## config.mk

```make
export PLATFORM = sky130hd
export DESIGN_NAME = ordered_list_engine
export DESIGN_NICKNAME = d
export VERILOG_FILES = /design/src/rtl/core/ole_pkg.sv /design/src/rtl/core/ole_ram.sv /design/src/rtl/core/ole_ctrl.sv /design/src/rtl/core/ole_dp.sv /design/src/rtl/core/ordered_list_engine.sv
export VERILOG_INCLUDE_DIRS = /design/src /design/src/rtl/core
export SDC_FILE = /design/constraint.sdc
export NUM_CORES = 2
export LEC_CHECK = 0
export ABC_AREA = 1
export BUFFER_PORTS_ARGS = -buffer_cell sky130_fd_sc_hd__buf_2
export CORE_ASPECT_RATIO = 1.25
export CORE_MARGIN = 2
export CORE_UTILIZATION = 30
export CTS_CLUSTER_SIZE = 16
export DETAILED_ROUTE_END_ITERATION = 6
export PLACE_DENSITY = 0.45
export SLEW_MARGIN = 20
export SYNTH_ARGS = -nofsm -noshare
export SYNTH_HDL_FRONTEND = slang
export SYNTH_SLANG_ARGS = --single-unit
```

## constraint.sdc

```tcl
create_clock -name aclk -period 11.23 [get_ports aclk]
set_clock_uncertainty 0.15 [all_clocks]
set_input_delay 0.5615 -clock aclk [delete_from_list [all_inputs] [get_ports aclk]]
set_output_delay 0.5615 -clock aclk [all_outputs]
set_load 0.05 [all_outputs]
```

## src/rtl/core/ordered_list_engine_macros.svh

```systemverilog
// Assertion helpers for the list engine datapath (ole_dp).
`ifndef ORDERED_LIST_ENGINE_MACROS_SVH
`define ORDERED_LIST_ENGINE_MACROS_SVH

// Same-cycle implication, checked outside reset.
`define OLE_ASSERT_IMPL(label, clk, rst_n, ante, cons) \
    label: assert property (@(posedge clk) disable iff (!(rst_n)) (ante) |-> (cons)) \
        else $error("ordered_list_engine assertion failed");

// Next-cycle implication, checked outside reset.
`define OLE_ASSERT_NEXT(label, clk, rst_n, ante, cons) \
    label: assert property (@(posedge clk) disable iff (!(rst_n)) (ante) |=> (cons)) \
        else $error("ordered_list_engine assertion failed");

`endif

```

## src/rtl/core/ole_pkg.sv

```systemverilog
package ole_pkg;

    localparam int LIST_DEPTH = 64;

    localparam int REQ_W    = 3;
    localparam int VALUE_W  = 32;
    localparam int POS_W    = 7;
    localparam int STATUS_W = 2;
    localparam int COUNT_W  = 7;

    typedef logic [REQ_W-1:0]    req_t;
    typedef logic [STATUS_W-1:0] status_t;

    localparam req_t REQ_APPEND = 3'd0;
    localparam req_t REQ_SEARCH = 3'd1;
    localparam req_t REQ_SUM    = 3'd2;
    localparam req_t REQ_REMOVE = 3'd3;
    localparam req_t REQ_INSERT = 3'd4;

    localparam status_t ST_OK    = 2'd0;
    localparam status_t ST_FULL  = 2'd1;
    localparam status_t ST_EMPTY = 2'd2;

    typedef enum logic [2:0] {
        S_IDLE,
        S_DECODE,
        S_WALK,
        S_SHIFT,
        S_WRITE,
        S_RM_ISSUE,
        S_RM_TAKE,
        S_FINISH
    } state_t;

    // controller -> datapath
    typedef struct packed {
        logic load;
        logic walk_issue;
        logic shift_issue;
        logic rm_take;
        logic write_new;
        logic out_load;
    } cmd_t;

    // datapath -> controller
    typedef struct packed {
        logic op_append;
        logic op_search;
        logic op_sum;
        logic op_remove;
        logic op_insert;
        logic full;
        logic empty;
        logic idx_lt_len;
        logic idx_gt_slot;
        logic found;
        logic rd_pend;
        logic out_free;
    } sts_t;

endpackage

```

## src/rtl/core/ole_ram.sv

```systemverilog
module ole_ram #(
    parameter int WIDTH = ole_pkg::VALUE_W,
    parameter int DEPTH = ole_pkg::LIST_DEPTH
) (
    input  logic                                    aclk,
    input  logic                                    we,
    input  logic [((DEPTH > 1) ? $clog2(DEPTH) : 1)-1:0] waddr,
    input  logic [WIDTH-1:0]                        wdata,
    input  logic [((DEPTH > 1) ? $clog2(DEPTH) : 1)-1:0] raddr,
    output logic [WIDTH-1:0]                        rdata
);

    logic [WIDTH-1:0] mem [DEPTH];

    always_ff @(posedge aclk) begin
        if (we) begin
            mem[waddr] <= wdata;
        end
        rdata <= mem[raddr];
    end

endmodule

```

## src/rtl/core/ole_ctrl.sv

```systemverilog
module ole_ctrl (
    input  logic          aclk,
    input  logic          aresetn,
    input  logic          s_valid,
    output logic          s_ready,
    input  ole_pkg::sts_t sts,
    output ole_pkg::cmd_t cmd
);

    ole_pkg::state_t state_reg;
    ole_pkg::state_t state_next;

    always_ff @(posedge aclk) begin
        if (!aresetn) begin
            state_reg <= ole_pkg::S_IDLE;
        end else begin
            state_reg <= state_next;
        end
    end

    always_comb begin
        state_next = state_reg;
        cmd        = '0;
        s_ready    = 1'b0;
        case (state_reg)
            ole_pkg::S_IDLE: begin
                s_ready  = 1'b1;
                cmd.load = s_valid;
                if (s_valid) begin
                    state_next = ole_pkg::S_DECODE;
                end
            end
            ole_pkg::S_DECODE: begin
                if (sts.op_append || sts.op_insert) begin
                    state_next = sts.full ? ole_pkg::S_FINISH : ole_pkg::S_SHIFT;
                end else if (sts.op_search || sts.op_sum) begin
                    state_next = ole_pkg::S_WALK;
                end else if (sts.op_remove) begin
                    state_next = sts.empty ? ole_pkg::S_FINISH : ole_pkg::S_RM_ISSUE;
                end else begin
                    state_next = ole_pkg::S_FINISH;
                end
            end
            ole_pkg::S_WALK: begin
                cmd.walk_issue = sts.idx_lt_len && !sts.found;
                if (!cmd.walk_issue && !sts.rd_pend) begin
                    state_next = ole_pkg::S_FINISH;
                end
            end
            ole_pkg::S_SHIFT: begin
                cmd.shift_issue = sts.idx_gt_slot;
                if (!cmd.shift_issue && !sts.rd_pend) begin
                    state_next = ole_pkg::S_WRITE;
                end
            end
            ole_pkg::S_WRITE: begin
                cmd.write_new = 1'b1;
                state_next    = ole_pkg::S_FINISH;
            end
            ole_pkg::S_RM_ISSUE: begin
                // head read is in flight
                state_next = ole_pkg::S_RM_TAKE;
            end
            ole_pkg::S_RM_TAKE: begin
                cmd.rm_take = 1'b1;
                state_next  = ole_pkg::S_FINISH;
            end
            ole_pkg::S_FINISH: begin
                cmd.out_load = sts.out_free;
                if (sts.out_free) begin
                    state_next = ole_pkg::S_IDLE;
                end
            end
            default: begin
                state_next = ole_pkg::S_IDLE;
            end
        endcase
    end

endmodule

```

## src/rtl/core/ole_dp.sv

```systemverilog
`include "ordered_list_engine_macros.svh"

module ole_dp #(
    parameter int DEPTH = ole_pkg::LIST_DEPTH
) (
    input  logic                                aclk,
    input  logic                                aresetn,
    input  ole_pkg::cmd_t                       cmd,
    output ole_pkg::sts_t                       sts,
    input  logic [ole_pkg::REQ_W-1:0]           s_req_type,
    input  logic signed [ole_pkg::VALUE_W-1:0]  s_value,
    input  logic [ole_pkg::POS_W-1:0]           s_position,
    input  logic                                m_ready,
    output logic                                m_valid,
    output logic [ole_pkg::STATUS_W-1:0]        m_status,
    output logic                                m_found,
    output logic signed [ole_pkg::VALUE_W-1:0]  m_result_value,
    output logic [ole_pkg::POS_W-1:0]           m_match_position,
    output logic [ole_pkg::COUNT_W-1:0]         m_element_count
);

    localparam int IDX_W = (DEPTH > 1) ? $clog2(DEPTH) : 1;
    localparam int CNT_W = $clog2(DEPTH + 1);
    localparam int CMP_W = (CNT_W + 1 > ole_pkg::POS_W) ? CNT_W + 1 : ole_pkg::POS_W;
    localparam logic [CNT_W:0]   DEPTH_EXT = (CNT_W + 1)'(DEPTH);
    localparam logic [CNT_W-1:0] DEPTH_CNT = CNT_W'(DEPTH);

    // circular buffer: logical index -> RAM address
    function automatic logic [IDX_W-1:0] phys(input logic [IDX_W-1:0] head,
                                              input logic [CNT_W-1:0] i);
        logic [CNT_W:0] s;
        s = {{(CNT_W + 1 - IDX_W){1'b0}}, head} + {1'b0, i};
        if (s >= DEPTH_EXT) begin
            s = s - DEPTH_EXT;
        end
        return s[IDX_W-1:0];
    endfunction

    logic [IDX_W-1:0]             head_reg;
    logic [CNT_W-1:0]             len_reg;
    logic [CNT_W-1:0]             idx_reg;
    logic [CNT_W-1:0]             slot_reg;
    logic [CNT_W-1:0]             rd_idx_reg;
    logic [IDX_W-1:0]             wr_tgt_reg;
    logic                         rd_pend_reg;
    ole_pkg::req_t                req_reg;
    logic [ole_pkg::VALUE_W-1:0]  value_reg;
    logic [ole_pkg::VALUE_W-1:0]  acc_reg;
    logic                         found_reg;
    logic [ole_pkg::POS_W-1:0]    match_reg;
    ole_pkg::status_t             status_reg;
    logic                         m_valid_reg;

    logic                         full;
    logic                         empty;
    logic                         in_app;
    logic                         in_ins;
    logic [CMP_W-1:0]             pos_c;
    logic [CMP_W-1:0]             len_p1;
    logic [CNT_W-1:0]             slot_clamp;
    logic                         shifting;

    logic                         ram_we;
    logic [IDX_W-1:0]             ram_waddr;
    logic [ole_pkg::VALUE_W-1:0]  ram_wdata;
    logic [IDX_W-1:0]             ram_raddr;
    logic [ole_pkg::VALUE_W-1:0]  ram_rdata;

    assign full     = (len_reg == DEPTH_CNT);
    assign empty    = (len_reg == '0);
    assign in_app   = (s_req_type == ole_pkg::REQ_APPEND);
    assign in_ins   = (s_req_type == ole_pkg::REQ_INSERT);
    assign shifting = (req_reg == ole_pkg::REQ_APPEND) || (req_reg == ole_pkg::REQ_INSERT);

    // position clamp: head for 0/1, tail when past the end
    assign pos_c  = CMP_W'(s_position);
    assign len_p1 = CMP_W'(len_reg) + CMP_W'(1);
    always_comb begin
        if (pos_c == '0) begin
            slot_clamp = '0;
        end else if (pos_c > len_p1) begin
            slot_clamp = len_reg;
        end else begin
            slot_clamp = CNT_W'(pos_c - CMP_W'(1));
        end
    end

    always_comb begin
        sts.op_append   = (req_reg == ole_pkg::REQ_APPEND);
        sts.op_search   = (req_reg == ole_pkg::REQ_SEARCH);
        sts.op_sum      = (req_reg == ole_pkg::REQ_SUM);
        sts.op_remove   = (req_reg == ole_pkg::REQ_REMOVE);
        sts.op_insert   = (req_reg == ole_pkg::REQ_INSERT);
        sts.full        = full;
        sts.empty       = empty;
        sts.idx_lt_len  = (idx_reg < len_reg);
        sts.idx_gt_slot = (idx_reg > slot_reg);
        sts.found       = found_reg;
        sts.rd_pend     = rd_pend_reg;
        sts.out_free    = !m_valid_reg || m_ready;
    end

    // RAM ports
    assign ram_raddr = cmd.shift_issue ? phys(head_reg, idx_reg - CNT_W'(1))
                                       : phys(head_reg, idx_reg);
    assign ram_we    = (rd_pend_reg && shifting) || cmd.write_new;
    assign ram_waddr = cmd.write_new ? phys(head_reg, slot_reg) : wr_tgt_reg;
    assign ram_wdata = cmd.write_new ? value_reg : ram_rdata;

    ole_ram #(
        .WIDTH(ole_pkg::VALUE_W),
        .DEPTH(DEPTH)
    ) u_store (
        .aclk (aclk),
        .we   (ram_we),
        .waddr(ram_waddr),
        .wdata(ram_wdata),
        .raddr(ram_raddr),
        .rdata(ram_rdata)
    );

    // control state
    always_ff @(posedge aclk) begin
        if (!aresetn) begin
            head_reg    <= '0;
            len_reg     <= '0;
            idx_reg     <= '0;
            rd_pend_reg <= 1'b0;
            m_valid_reg <= 1'b0;
        end else begin
            rd_pend_reg <= cmd.walk_issue || cmd.shift_issue;
            if (cmd.load) begin
                idx_reg <= (in_app || in_ins) ? len_reg : '0;
            end else if (cmd.walk_issue) begin
                idx_reg <= idx_reg + CNT_W'(1);
            end else if (cmd.shift_issue) begin
                idx_reg <= idx_reg - CNT_W'(1);
            end
            if (cmd.rm_take) begin
                head_reg <= phys(head_reg, CNT_W'(1));
                len_reg  <= len_reg - CNT_W'(1);
            end else if (cmd.write_new) begin
                len_reg <= len_reg + CNT_W'(1);
            end
            if (cmd.out_load) begin
                m_valid_reg <= 1'b1;
            end else if (m_ready) begin
                m_valid_reg <= 1'b0;
            end
        end
    end

    // payload
    always_ff @(posedge aclk) begin
        if (cmd.load) begin
            req_reg   <= s_req_type;
            value_reg <= s_value;
            slot_reg  <= in_app ? len_reg : slot_clamp;
            acc_reg   <= '0;
            found_reg <= 1'b0;
            match_reg <= '0;
            if ((in_app || in_ins) && full) begin
                status_reg <= ole_pkg::ST_FULL;
            end else if ((s_req_type == ole_pkg::REQ_REMOVE) && empty) begin
                status_reg <= ole_pkg::ST_EMPTY;
            end else begin
                status_reg <= ole_pkg::ST_OK;
            end
        end else begin
            if (rd_pend_reg && sts.op_search && !found_reg && (ram_rdata == value_reg)) begin
                found_reg <= 1'b1;
                match_reg <= ole_pkg::POS_W'(rd_idx_reg) + ole_pkg::POS_W'(1);
            end
            if (rd_pend_reg && sts.op_sum) begin
                acc_reg <= acc_reg + ram_rdata;
            end
            if (cmd.rm_take) begin
                acc_reg <= ram_rdata;
            end
        end
        rd_idx_reg <= idx_reg;
        if (cmd.shift_issue) begin
            wr_tgt_reg <= phys(head_reg, idx_reg);
        end
        if (cmd.out_load) begin
            m_status         <= status_reg;
            m_found          <= found_reg;
            m_result_value   <= acc_reg;
            m_match_position <= match_reg;
            m_element_count  <= ole_pkg::COUNT_W'(len_reg);
        end
    end

    assign m_valid = m_valid_reg;

    `OLE_ASSERT_IMPL(a_len_bound, aclk, aresetn, 1'b1, len_reg <= DEPTH_CNT)
    `OLE_ASSERT_IMPL(a_no_wr_clash, aclk, aresetn, cmd.write_new, !rd_pend_reg)
    `OLE_ASSERT_IMPL(a_out_slot_free, aclk, aresetn, cmd.out_load, !m_valid_reg || m_ready)
    `OLE_ASSERT_IMPL(a_rm_nonempty, aclk, aresetn, cmd.rm_take, !empty)
    `OLE_ASSERT_NEXT(a_rm_len, aclk, aresetn, cmd.rm_take, len_reg == $past(len_reg) - CNT_W'(1))

endmodule

```

## src/rtl/core/ordered_list_engine.sv

```systemverilog
// Ordered list engine: a bounded list of signed 32-bit elements kept in one RAM
// as a circular buffer (head pointer plus length), so removing the head is O(1).
// Input channel (s_*): one request word per handshake: append, search, sum,
// remove head or insert at a 1-based position. Result channel (m_*): exactly
// one result word per request, in order, always carrying the element count.
// Steps from acceptance to result registered (k = slot):
//   append / insert : elements from slot k on are read and written one slot
//                     toward the tail, then the new value is written at slot k
//   search / sum    : one element read per cycle from the head (search stops early)
//   remove head     : head read, then head and length update; unused codes,
//                     refused requests and empty removes go straight to the result.
// One request is worked at a time; the next word is taken the cycle after
// the previous result is registered, even while that result is still
// waiting on m_ready, so a stalled receiver only holds back the finish
// of the following request.
// Reset (aresetn low, synchronous) empties the list and drops any result in
// flight; RAM contents are not cleared and need no clearing pass.
module ordered_list_engine #(
    parameter int LIST_DEPTH = ole_pkg::LIST_DEPTH
) (
    input  logic                                aclk,
    input  logic                                aresetn,
    // request channel
    input  logic                                s_valid,
    output logic                                s_ready,
    input  logic [ole_pkg::REQ_W-1:0]           s_req_type,
    input  logic signed [ole_pkg::VALUE_W-1:0]  s_value,
    input  logic [ole_pkg::POS_W-1:0]           s_position,
    // result channel
    output logic                                m_valid,
    input  logic                                m_ready,
    output logic [ole_pkg::STATUS_W-1:0]        m_status,
    output logic                                m_found,
    output logic signed [ole_pkg::VALUE_W-1:0]  m_result_value,
    output logic [ole_pkg::POS_W-1:0]           m_match_position,
    output logic [ole_pkg::COUNT_W-1:0]         m_element_count
);

    ole_pkg::cmd_t cmd;
    ole_pkg::sts_t sts;

    // sequencer: decides walk / shift / remove steps from datapath status
    ole_ctrl u_ctrl (
        .aclk   (aclk),
        .aresetn(aresetn),
        .s_valid(s_valid),
        .s_ready(s_ready),
        .sts    (sts),
        .cmd    (cmd)
    );

    // datapath: element RAM, head/length, walk index, accumulator, result word
    ole_dp #(
        .DEPTH(LIST_DEPTH)
    ) u_dp (
        .aclk            (aclk),
        .aresetn         (aresetn),
        .cmd             (cmd),
        .sts             (sts),
        .s_req_type      (s_req_type),
        .s_value         (s_value),
        .s_position      (s_position),
        .m_ready         (m_ready),
        .m_valid         (m_valid),
        .m_status        (m_status),
        .m_found         (m_found),
        .m_result_value  (m_result_value),
        .m_match_position(m_match_position),
        .m_element_count (m_element_count)
    );

endmodule
```

==> impl_metrics.tcl <==
set metrics [dict create \
    numPortBuffers 96 \
    floorplan.initialDensity 0.301 \
    finalNetCount 10100 \
    synth-main-ff-cell "edfxtp_1" \
    synthesis.instances 9984 \
    max_cap_violations 0 \
    worst_margin_pin_slew_ps 1140 \
    post_synth_num_cell_types 52 \
    core-area_um2 334000 \
    dr_total_vias 69600 \
    setup.worst_path.end_class "flop" \
    finalSetupViolCount 0 \
    tritoncts_num_sinks 2251 \
    timing.hold.worst.start "s_position[6]" \
    fin_crit_sh 0.524 \
    final_common_cell "nand2_1" \
    synthesis.area_per_instance_um2 10.1 \
    postSynth.asyncResetShare 0 \
    row_count 237 \
    numCtsBuffers 227 \
    vias_in_the_first_global_route 67200 \
    timing.setup.tns_ps 0 \
    clk_pin_slew_ps 70 \
    drtIter0Drc 6145 \
    timing.final.ws_setup_ps 5350 \
    timing.slew.headroom 0.238 \
    startpoint_to_endpoint_class_of_the_critical_path "reg2reg" \
    wire_length_per_cell_after_detailed_routing_um 22.3 \
    synth_seq_area_share 0.662 \
    h-tree-depth 4 \
    die_width_um 522 \
    critical_path.startpoint_type "flop" \
    fmax_ghz 0.170 \
    power_leakage_nw 47.2 \
    vias_per_cell 4.76 \
    syn_area_um2 101000 \
    worstPathArrival_ps 6540 \
    globalplace.congestion 0.870 \
    synth_enable_flop_cells 2147 \
    clkLatencyLatePin_ps 920 \
    dp_worst_setup_slack_ps 5350 \
    grt_use_total 0.188 \
    cts.repair_timing.setup_buffer_count 0 \
    ctsRootBufferMaster "clkbuf_16" \
    grt_start_max_net_pins 182 \
    critical_path.max_fanout 125 \
    status "completed" \
    reg2reg_from "u_dp.idx_reg[2]" \
    timing.critical_path.from "u_dp.idx_reg[2]" \
    layout.cells.most_common_list "2278 x nand2_1, 2198 x nand3_1, 2147 x edfxtp_1" \
    clk_path_buf_depth 4 \
    finalWorstPathRequiredPeriod_ps 5880 \
    ys_ff_latch 2251 \
    io_pins 97 \
    largest_register "u_dp.u_store.mem" \
    power.total_mw 30.4 \
    ir_drop_uv 323 \
    class_of_the_worst_hold_path "in2reg" \
    required_ps 11890 \
    cts_tree "built" \
    grt_antenna_before_repair 11 \
    syn2layout_area_growth_pct 13.4 \
    grt_first_pass_wirelength_um 474000 \
    synth_fp_nets 10100 \
    pwr_density_cell_nw_per_um2 267 \
    post_route_cells_drive_above_1_share 0.0672 \
    largest_register_ffs 2048 \
    grt-ovfl-total 0 \
    die_height_um 651 \
    die_footprint_um2 340000 \
    final_antenna_net_count 0 \
    routed_wirelength_um 327000 \
    yosysWarningCount 0 \
    slew_violations 0 \
    final_hold_vios 0 \
    detail_route.drc_violations 0 \
    grt_setup_unrepaired "no" \
    drt_pre_antenna_iters 6 \
    dp_hpwl_um 176000 \
]
## cell families (layout without fill, tap and decap cells)
group / count (synthesis) / in the layout / share of synthesized area
flops: 2251 / 2251 / 0.662
fa+ha+maj: 83 / 83 / 0.0107
buf+inv: 2577 / 2800 / 0.101
other cells: 0 / 1 / 0
xor+xnor: 71 / 71 / 0.00618
compound gates: 277 / 277 / 0.0156
simple gates: 4725 / 4725 / 0.205
## layout make-up
type                            count  area (µm²)
Clock buffer                      311        6100
Antenna cell                        1        2.50
Fill cell                       33600      220000
Inverter                         2087        7850
Multi-Input combinational cell   5156       24800
Tap cell                         4421        5530
Clock inverter                    105         948
Timing Repair Buffer              297        2280
Sequential cell                  2251       66600
## cell usage after synthesis, drive strengths merged (51+ instances only)
| library cell | instances | area, µm² |
|---|---|---|
| inv | 2082 | 7820 |
| xor2 | 51 | 447 |
| a21oi | 95 | 479 |
| clkbuf | 135 | 507 |
| buf | 355 | 1770 |
| edfxtp | 2147 | 64500 |
| ha | 78 | 976 |
| o21ai | 107 | 554 |
| nor2 | 171 | 644 |
| nand3 | 2200 | 11000 |
| nand2 | 2293 | 8630 |
| dfxtp | 104 | 2080 |
## stage by stage
stage          cell area (µm²)  hold slack [ps]  instances   util
2_1_floorplan           101000              220       9984      -
3_3_place_gp            107000              254      14200  0.320
3_5_place_dp            107000              268      14200  0.320
4_1_cts                 114000             9.42      14600  0.342
5_1_grt                 114000             91.0      14600  0.342
6_report                114000             78.1      14600  0.342
## per-layer routing
metal	part of all wire	track usage	up-vias	routed length, µm
li1	-	-	32600	-
met1	0.42	0.240	34500	137000
met2	0.50	0.336	1960	164000
met3	0.049	0.0200	456	15900
met4	0.027	0.0507	2	8810
met5	0.000021	0	-	7
## worst max-delay path: stages, from the launching register on
cell and delay, ps:
dfxtp_1 600, ha_1 340, a21oi_1 140, nand2_1 60, nand2_1 60, nand2_1 210, nand2_4 280, clkinv_2 290
nand2_1 210, o21ai_4 80, buf_12 320, inv_8 700, buf_12 600, buf_4 600, nand3_1 140, nand3_1 100
nand3_1 250, nand3_1 290, nand2_1 80
## power breakdown
part	total, mW	internal, mW	switching [mW]
clock network	7.46	4.15	3.31
logic	11.3	2.69	8.61
registers	11.7	11.2	0.466
## path summary, 6_finish.rpt
| check | slack (ps) | depth (start not counted) | end |
|---|---|---|---|
| max | 5350 | 18 | u_dp.u_store.rdata[13] |
| min | 80 | 5 | u_dp.slot_reg[6] |
| max reg2reg | 5350 | 18 | u_dp.u_store.rdata[13] |
| min reg2reg | 250 | 0 | u_dp.m_match_position[1] |
## what timing repair did
item	in CTS	in global routing
gates resized for setup	0	0
hold buffers	39	0
hold endpoints to repair	55	0
No activity file was read; power rests on OpenSTA's default activity.
